--- config.mk ---
export PLATFORM = sky130hd
export DESIGN_NAME = battery_led_bar_gauge_core
export DESIGN_NICKNAME = d
export VERILOG_FILES = /design/src/rtl/blbg_pkg.sv /design/src/rtl/blbg_ctrl.sv /design/src/rtl/blbg_dp.sv /design/src/rtl/battery_led_bar_gauge_core.sv
export SDC_FILE = /design/constraint.sdc
export NUM_CORES = 1
export LEC_CHECK = 0
export BUFFER_PORTS_ARGS = -buffer_cell sky130_fd_sc_hd__buf_4
export CORE_AREA = 2 2 186 188
export CTS_CLUSTER_DIAMETER = 80
export DETAILED_ROUTE_END_ITERATION = 8
export DIE_AREA = 0 0 188 190
export MAX_ROUTING_LAYER = met4
export RECOVER_POWER = 25
export SLEW_MARGIN = 20
export SYNTH_ARGS = -nofsm -noshare
export SYNTH_HDL_FRONTEND = slang
export SYNTH_SLANG_ARGS = --single-unit
--- constraint.sdc ---
create_clock -name clk -period 6.2 [get_ports clk]
set_input_delay 0.31 -clock clk [delete_from_list [all_inputs] [get_ports clk]]
set_output_delay 0.31 -clock clk [all_outputs]
set_load 0.02 [all_outputs]
--- src/rtl/blbg_pkg.sv ---
// ----------------------------------------------------------------------------
// blbg_pkg
// Shared types, register indexes, colour codes and helpers for the battery
// LED bar gauge.
// ----------------------------------------------------------------------------
package blbg_pkg;

    localparam int LED_COUNT_DEF = 8;
    localparam int CFG_INDEX_W   = 8;
    localparam int CFG_DATA_W    = 16;

    // register indexes of the configuration port
    localparam logic [CFG_INDEX_W-1:0] REG_MIN_MV       = 8'd0;
    localparam logic [CFG_INDEX_W-1:0] REG_MAX_MV       = 8'd1;
    localparam logic [CFG_INDEX_W-1:0] REG_BRIGHTNESS   = 8'd2;
    localparam logic [CFG_INDEX_W-1:0] REG_FLASH_PERIOD = 8'd3;

    localparam logic [15:0] MIN_MV_RST       = 16'd0;
    localparam logic [15:0] MAX_MV_RST       = 16'd0;
    localparam logic [7:0]  BRIGHTNESS_RST   = 8'd255;
    localparam logic [15:0] FLASH_PERIOD_RST = 16'd500;

    // colour classes
    localparam logic [1:0] HUE_OFF    = 2'd0;
    localparam logic [1:0] HUE_RED    = 2'd1;
    localparam logic [1:0] HUE_YELLOW = 2'd2;
    localparam logic [1:0] HUE_GREEN  = 2'd3;

    typedef struct packed {
        logic [15:0] voltage_mv;
        logic [31:0] now_ms;
    } in_word_t;

    typedef struct packed {
        logic [7:0] lit_mask;
        logic [1:0] hue_class;
        logic [7:0] level;
    } out_word_t;

    // controller -> datapath
    typedef struct packed {
        logic load_in;
        logic setup;
        logic div_step;
        logic write_out;
    } cmd_t;

    // datapath -> controller
    typedef struct packed {
        logic need_div;
    } status_t;

    // low cnt bits set, only the first eight LEDs are reported
    function automatic logic [7:0] bar_mask(input logic [7:0] cnt);
        logic [7:0] m;
        for (int i = 0; i < 8; i++) begin
            m[i] = (8'(i) < cnt);
        end
        return m;
    endfunction

endpackage

--- src/rtl/blbg_ctrl.sv ---
// ----------------------------------------------------------------------------
// blbg_ctrl
// Sequencer: takes one frame, runs setup, the divide steps when needed, and
// hands the result to the output register.
// ----------------------------------------------------------------------------
module blbg_ctrl import blbg_pkg::*; #(
    parameter int LED_COUNT = LED_COUNT_DEF
) (
    input  logic    clk,
    input  logic    rst_n,
    input  logic    in_valid,
    output logic    in_stall,
    output logic    out_valid,
    input  logic    out_stall,
    input  status_t status,
    output cmd_t    cmd
);

    localparam int QW = $clog2(LED_COUNT + 1);

    localparam logic [1:0] S_IDLE  = 2'd0;
    localparam logic [1:0] S_SETUP = 2'd1;
    localparam logic [1:0] S_DIV   = 2'd2;
    localparam logic [1:0] S_WB    = 2'd3;

    logic [1:0]    state_reg, state_next;
    logic [QW-1:0] step_reg, step_next;
    logic          out_valid_reg, out_valid_next;

    always_comb
    begin
        state_next     = state_reg;
        step_next      = step_reg;
        cmd            = '0;
        in_stall       = 1'b1;
        out_valid_next = out_valid_reg && out_stall;
        case (state_reg)
            S_IDLE:
            begin
                in_stall = 1'b0;
                if (in_valid)
                begin
                    cmd.load_in = 1'b1;
                    state_next  = S_SETUP;
                end
            end
            S_SETUP:
            begin
                cmd.setup = 1'b1;
                step_next = QW'(QW - 1);
                state_next = status.need_div ? S_DIV : S_WB;
            end
            S_DIV:
            begin
                cmd.div_step = 1'b1;
                step_next    = step_reg - 1'b1;
                if (step_reg == '0)
                begin
                    state_next = S_WB;
                end
            end
            S_WB:
            begin
                // previous word gone or leaving this edge
                if (!out_valid_reg || !out_stall)
                begin
                    cmd.write_out  = 1'b1;
                    out_valid_next = 1'b1;
                    state_next     = S_IDLE;
                end
            end
            default:
            begin
                state_next = S_IDLE;
            end
        endcase
    end

    always_ff @(posedge clk or negedge rst_n)
    begin
        if (!rst_n)
        begin
            state_reg     <= S_IDLE;
            step_reg      <= '0;
            out_valid_reg <= 1'b0;
        end
        else
        begin
            state_reg     <= state_next;
            step_reg      <= step_next;
            out_valid_reg <= out_valid_next;
        end
    end

    assign out_valid = out_valid_reg;

    a_accept_to_setup: assert property (@(posedge clk) disable iff (!rst_n)
        (in_valid && !in_stall) |=> state_reg == S_SETUP)
        else $error("accepted frame did not enter setup");

    a_div_ends: assert property (@(posedge clk) disable iff (!rst_n)
        (state_reg == S_DIV && step_reg == '0) |=> state_reg == S_WB)
        else $error("divide did not finish after its last step");

    a_no_overwrite: assert property (@(posedge clk) disable iff (!rst_n)
        (out_valid_reg && out_stall) |-> !cmd.write_out)
        else $error("pending output word overwritten");

    a_one_in_flight: assert property (@(posedge clk) disable iff (!rst_n)
        (state_reg != S_IDLE) |-> in_stall)
        else $error("frame taken while another is in flight");

endmodule

--- src/rtl/blbg_dp.sv ---
// ----------------------------------------------------------------------------
// blbg_dp
// Datapath: configuration registers, flash state, range classification,
// restoring divider for the lit count and the output register.
// ----------------------------------------------------------------------------
module blbg_dp import blbg_pkg::*; #(
    parameter int LED_COUNT = LED_COUNT_DEF
) (
    input  logic                   clk,
    input  logic                   rst_n,
    input  logic                   cfg_we,
    input  logic [CFG_INDEX_W-1:0] cfg_index,
    input  logic [CFG_DATA_W-1:0]  cfg_data,
    input  in_word_t               in_word,
    input  cmd_t                   cmd,
    output status_t                status,
    output out_word_t              out_word
);

    localparam int QW = $clog2(LED_COUNT + 1);
    localparam int NW = QW + 18;
    localparam logic [7:0] FULL_MASK = bar_mask(8'(LED_COUNT));

    logic [15:0] min_reg, max_reg, period_reg;
    logic [7:0]  bright_reg;
    logic [31:0] last_toggle_reg;
    logic        flash_lit_reg;

    logic [15:0] v_reg;
    logic [31:0] now_reg;

    logic          part_reg;
    logic [7:0]    res_mask_reg;
    logic [1:0]    res_hue_reg;
    logic [7:0]    res_level_reg;
    logic [NW-1:0] rem_reg, dsh_reg;
    logic [QW-1:0] quo_reg;
    out_word_t     out_word_reg;

    logic          range_bad, is_full, is_empty, toggle, lit_after;
    logic [15:0]   d, n;
    logic [31:0]   elapsed;
    logic [18:0]   five_n, d1, d2;
    logic [NW-1:0] num;
    logic          ge;
    logic [QW-1:0] cnt;

    // classification and setup values, from the latched frame
    always_comb
    begin
        range_bad = (max_reg <= min_reg);
        is_full   = (v_reg >= max_reg);
        is_empty  = (v_reg <= min_reg);
        d         = max_reg - min_reg;
        n         = v_reg - min_reg;
        elapsed   = now_reg - last_toggle_reg;
        toggle    = (elapsed >= {16'd0, period_reg});
        lit_after = flash_lit_reg ^ toggle;
        five_n    = (19'(n) << 2) + 19'(n);
        d1        = 19'(d);
        d2        = 19'(d) << 1;
        num       = NW'(n) * NW'(2 * LED_COUNT) + NW'(d);
        ge        = (rem_reg >= dsh_reg);
        if (quo_reg == '0)
        begin
            cnt = QW'(1);
        end
        else if (quo_reg > QW'(LED_COUNT))
        begin
            cnt = QW'(LED_COUNT);
        end
        else
        begin
            cnt = quo_reg;
        end
    end

    assign status.need_div = !range_bad && !is_full && !is_empty;

    always_ff @(posedge clk or negedge rst_n)
    begin
        if (!rst_n)
        begin
            min_reg         <= MIN_MV_RST;
            max_reg         <= MAX_MV_RST;
            bright_reg      <= BRIGHTNESS_RST;
            period_reg      <= FLASH_PERIOD_RST;
            last_toggle_reg <= '0;
            flash_lit_reg   <= 1'b1;
        end
        else
        begin
            if (cfg_we)
            begin
                case (cfg_index)
                    REG_MIN_MV:       min_reg    <= cfg_data;
                    REG_MAX_MV:       max_reg    <= cfg_data;
                    REG_BRIGHTNESS:   bright_reg <= cfg_data[7:0];
                    REG_FLASH_PERIOD: period_reg <= cfg_data;
                    default:          ;
                endcase
            end
            if (cmd.setup && !range_bad && !is_full && is_empty && toggle)
            begin
                last_toggle_reg <= now_reg;
                flash_lit_reg   <= lit_after;
            end
        end
    end

    always_ff @(posedge clk)
    begin
        if (cmd.load_in)
        begin
            v_reg   <= in_word.voltage_mv;
            now_reg <= in_word.now_ms;
        end
        if (cmd.setup)
        begin
            part_reg <= status.need_div;
            rem_reg  <= num;
            // divisor 2d aligned to the top quotient bit
            dsh_reg  <= NW'({d, 1'b0}) << (QW - 1);
            quo_reg  <= '0;
            if (range_bad)
            begin
                res_mask_reg  <= '0;
                res_hue_reg   <= HUE_OFF;
                res_level_reg <= '0;
            end
            else if (is_full)
            begin
                res_mask_reg  <= FULL_MASK;
                res_hue_reg   <= HUE_GREEN;
                res_level_reg <= bright_reg;
            end
            else if (is_empty)
            begin
                res_mask_reg  <= lit_after ? FULL_MASK : 8'd0;
                res_hue_reg   <= lit_after ? HUE_RED : HUE_OFF;
                res_level_reg <= lit_after ? bright_reg : 8'd0;
            end
            else
            begin
                res_mask_reg  <= '0;
                res_level_reg <= bright_reg;
                if (five_n <= d1)
                begin
                    res_hue_reg <= HUE_RED;
                end
                else if (five_n <= d2)
                begin
                    res_hue_reg <= HUE_YELLOW;
                end
                else
                begin
                    res_hue_reg <= HUE_GREEN;
                end
            end
        end
        if (cmd.div_step)
        begin
            if (ge)
            begin
                rem_reg <= rem_reg - dsh_reg;
            end
            quo_reg <= (quo_reg << 1) | QW'(ge);
            dsh_reg <= dsh_reg >> 1;
        end
        if (cmd.write_out)
        begin
            out_word_reg.lit_mask  <= part_reg ? bar_mask(8'(cnt)) : res_mask_reg;
            out_word_reg.hue_class <= res_hue_reg;
            out_word_reg.level     <= res_level_reg;
        end
    end

    assign out_word = out_word_reg;

endmodule

--- src/rtl/battery_led_bar_gauge_core.sv ---
// ----------------------------------------------------------------------------
// battery_led_bar_gauge_core
// Battery LED bar gauge: voltage frame in, LED mask, colour class and level
// out.
//
//   channel  direction  handshake              payload
//   in       sink       in_valid / in_stall    in_word  (in_word_t)
//   out      source     out_valid / out_stall  out_word (out_word_t)
//   cfg      sink       cfg_valid / cfg_ready  cfg_index, cfg_data
//
// One frame at a time: accept, setup, then clog2(LED_COUNT+1) divide steps
// only when the voltage lies strictly between min and max, then write-back.
// The restoring divider retires one quotient bit a cycle; a new frame is
// taken only after write-back.
// Reset: min 0, max 0, brightness 255, flash period 500 ms, flash lit.
// The output register holds a finished word under out_stall while the next
// frame is already taken; cfg is always ready.
// ----------------------------------------------------------------------------
module battery_led_bar_gauge_core import blbg_pkg::*; #(
    parameter int LED_COUNT = LED_COUNT_DEF
) (
    input  logic                   clk,
    input  logic                   rst_n,
    input  logic                   in_valid,
    output logic                   in_stall,
    input  in_word_t               in_word,
    output logic                   out_valid,
    input  logic                   out_stall,
    output out_word_t              out_word,
    input  logic                   cfg_valid,
    output logic                   cfg_ready,
    input  logic [CFG_INDEX_W-1:0] cfg_index,
    input  logic [CFG_DATA_W-1:0]  cfg_data
);

    cmd_t    cmd;
    status_t status;

    assign cfg_ready = 1'b1;

    blbg_ctrl #(
        .LED_COUNT (LED_COUNT)
    ) u_ctrl (
        .clk       (clk),
        .rst_n     (rst_n),
        .in_valid  (in_valid),
        .in_stall  (in_stall),
        .out_valid (out_valid),
        .out_stall (out_stall),
        .status    (status),
        .cmd       (cmd)
    );

    blbg_dp #(
        .LED_COUNT (LED_COUNT)
    ) u_dp (
        .clk       (clk),
        .rst_n     (rst_n),
        .cfg_we    (cfg_valid && cfg_ready),
        .cfg_index (cfg_index),
        .cfg_data  (cfg_data),
        .in_word   (in_word),
        .cmd       (cmd),
        .status    (status),
        .out_word  (out_word)
    );

endmodule
==> summary.md <==
| Metric | Value |
|---|---|
| Leakage Power | `0.00786 uW` |
| Initial Util | `45.9%` |
| H-Tree Depth | `1` |
| R2r setup slk | `460 ps` |
| Total global routing overflow | `0` |
| Vias in the first global route | `roughly 12,000` |
| PD cells | `401 nW/um2` |
| Remaining antenna violation count | `0` |
| WHS | `14.4 ps` |
| Worst-path fanout max | `5` |
| Post-synth cell types | `92` |
| Clock Latency Late Sink | `550 ps` |
| Hold Vio Cnt, Final | `0` |
| Post-Syn Area | `~16,000 um2` |
| CP Capture Type | `flip-flop` |
| HP Class | `in2reg` |
| Reg2Reg Depth | `25` |
| Clock skew | `~16 ps` |
| IO Pins | `98` |
| Met1 wire length | `19,400 um` |
| DP Wirelength | `between 30,000 and 40,000 um` |
| DRC | `0` |
| Critical path class | `reg2reg` |
| VDD IR-drop max | `roughly 0.28 mV` |
| Tightest Pin Transition | `1580 ps` |
| CTS tree | `built` |
| DRT iter0 DRCs | `647` |
| Most frequent cells in the layout | `ha_1, inv_1, nand2_1` |
| Routed wire length | `38,700 um` |
| Global placement routability congestion | `0.913` |
| Syn Nets | `about 1,900` |
| Max-Slew Margin vs Limit | `-5.18%` |
| Setup TNS Final | `0 ps` |
| Total Power | `just over 7000 uW` |
| Global-route wire length before repair | `62,700 um` |
| Max-slew violation count | `30` |
| All-Layer GR Usage | `22.4%` |
| Clock root buffer | `clkbuf_16` |
| Number of synthesized register bits | `220` |
| Die Width | `188 um` |
| Clock transition at path regs | `around 60 ps` |
| Final instance area | `18,100 um2` |
| Top Layer Used | `met4` |
| CP Data Required Time | `~6500 ps` |
| Core ar. | `33,900 um2` |
| Metal3 WL | `about 1500 um` |
| Final #Nets | `around 2,000` |
| Main synth FF type | `edfxtp_1` |
| DRT Pass-1 Iters | `5` |
| ANT cells | `0` |
| Mapped Cells | `1,595` |
| Reg2reg end | `u_dp.res_hue_reg[1]` |
| RSZ-0062 raised after global routing | `false` |
| Share of cells above drive strength 1 | `14.9%` |
| Register area share after synthesis | `38.1%` |
| TritonCTS Buffers | `25` |
| Largest net degree at the start of global routing | `between 60 and 70` |
| Via count | `roughly 12,000` |
| Syn avg cell area | `9.76 um2` |
| Maxcap violations | `1` |
| Total placed instance area | `16,800 um2` |
| Clock sinks | `220` |
| Initial antenna violation count | `0` |
| Hold Path End | `u_dp.min_reg[12]` |
| Maximum clock path buffer count | `3` |
| Arrival time at the worst endpoint | `a little over 6000 ps` |
| Startpoint Class | `flip-flop` |
| Crit path time final | `between 5000 and 6000 ps` |
| Wire length per cell | `17.4 um` |
| HP Start | `cfg_data[12]` |
| Failing checks | `max-capacitance violations, max-slew violations` |
| DR vias/cell | `5.54` |
| YS warnings | `0` |
| Tcrit/Tclk final | `92.6%` |
| Reg-to-Reg Start | `u_dp.min_reg[1]` |
| Full die area | `between 30,000 and 40,000 um2` |
| Outcome | `finished with violations` |
| Routed wl met2 | `17,100 um` |
| P&R area growth vs syn | `16.0%` |
| Post-synth EDFFs | `roughly 100` |
| Vert. Die Dim | `190 um` |
| Fmax | `174 MHz` |
| Std cell rows | `68` |
| Async SR Flop Fraction | `43.6%` |
| Final setup violation count | `0` |
| Hold depth | `3` |
| Commonest non-fill, non-tap cell in the layout | `ha_1` |
| I/O Buffers | `96` |
## through the flow
stage	util (%)	setup slack, ps	instances
6_report	53.2	459	2224
5_1_grt	53.2	52.0	2224
4_1_cts	53.3	287	2224
3_5_place_dp	49.4	332	2126
3_3_place_gp	49.4	497	2126
2_1_floorplan	-	991	1595
## cells in the mapped netlist (all sizes together), types with 5 or more instances
cell	n	area [um2]
edfxtp	102	3060
nand4	27	169
buf	8	95.1
and3	5	31.3
nor3b	6	45.0
o31a	5	45.0
and2	10	63.8
dfrtp	81	2030
clkbuf	23	106
a21o	47	354
o22ai	6	37.5
a21oi	115	579
dfstp	15	394
or3	6	40.0
a21boi	6	45.1
inv	158	593
mux2	77	976
nor4	5	31.3
nand2b	17	106
a211o	5	43.8
nor2b	22	145
or2	7	43.8
nand3	26	135
ha	176	2200
a31oi	13	81.3
nand2	124	468
o211ai	9	67.6
o21bai	6	45.0
fa	6	120
a31o	8	70.1
nor2	106	398
nor3	32	160
dfxtp	22	440
a211oi	20	160
o21a	16	120
a221oi	5	43.8
o31ai	7	52.6
o21ai	117	604
xor2	33	289
mux2i	8	80.1
xnor2	49	429
## final cells by class
cell class,instances,area [um2]
multi-input cells,1185,8870
flip-flops and latches,220,5920
inverters,159,597
fillers,3068,15900
repair buffers,159,1270
clock buffers,30,674
clock inverters,16,148
well taps,455,569
## where the power goes
| part | leakage (uW) | switching, uW | internal [uW] |
|---|---|---|---|
| logic | 0.00511 | 2150 | 1470 |
| registers | 0.00235 | 176 | 1960 |
| clock network | 0.000394 | 624 | 862 |
| total | 0.00786 | 2950 | 4290 |
## per-layer routing
layer / vias to the layer above / global-route usage (%)
met5: - / -
met4: 0 / 5.12
met3: 48 / 2.03
met2: 269 / 34.2
met1: 5892 / 32.4
li1: 6104 / -
## what timing repair did
item / in CTS / in global routing
hold buffers: 52 / 0
hold endpoints to repair: 80 / 0
setup buffers: 0 / 0
endpoints found under the setup margin: 0 / 2
gates resized for setup: 0 / 2
## cells by family after synthesis
family	Yosys count	synth area share, %
other	1	0.0241
multiplexers	85	6.78
buffers and inverters	190	5.13
adder cells (fa/ha/maj)	183	15.0
AO/OA/AOI/OAI	424	17.5
flip-flops	220	38.1
XOR/XNOR	84	4.90
AND/OR/NAND/NOR	408	12.6
## worst max-delay path: stages, from the launching register on
cell     delay [ps]
dfrtp_1         400
inv_1           150
ha_1            270
nor2b_1         160
o31ai_2         370
a21oi_1         150
or2_2           320
nor2_1          100
o21ai_0          80
a21oi_1         190
xnor2_1         220
ha_1            350
and4b_1         210
a221o_1         340
nor2_1          170
a21oi_1         120
o31a_1          270
a21oi_1         210
ha_1            290
and3_1          170
nand3_1         100
a21oi_1          50
a221o_1         330
a21oi_1         190
a21oi_1         100
o21a_1          190
## worst max path at each step
stage | startpoint | end | slack (ps) | cells after the start
after floorplan | u_dp.min_reg[1] | u_dp.res_hue_reg[1] | 990 | 25
after CTS | u_dp.min_reg[1] | u_dp.res_hue_reg[1] | 290 | 25
after global routing | u_dp.min_reg[1] | u_dp.res_hue_reg[0] | 50 | 25
after global placement | u_dp.min_reg[1] | u_dp.res_hue_reg[1] | 500 | 25
final | u_dp.min_reg[1] | u_dp.res_hue_reg[1] | 460 | 25
after detailed placement | u_dp.min_reg[1] | u_dp.res_hue_reg[1] | 330 | 25
No activity file was read; power rests on OpenSTA's default activity.
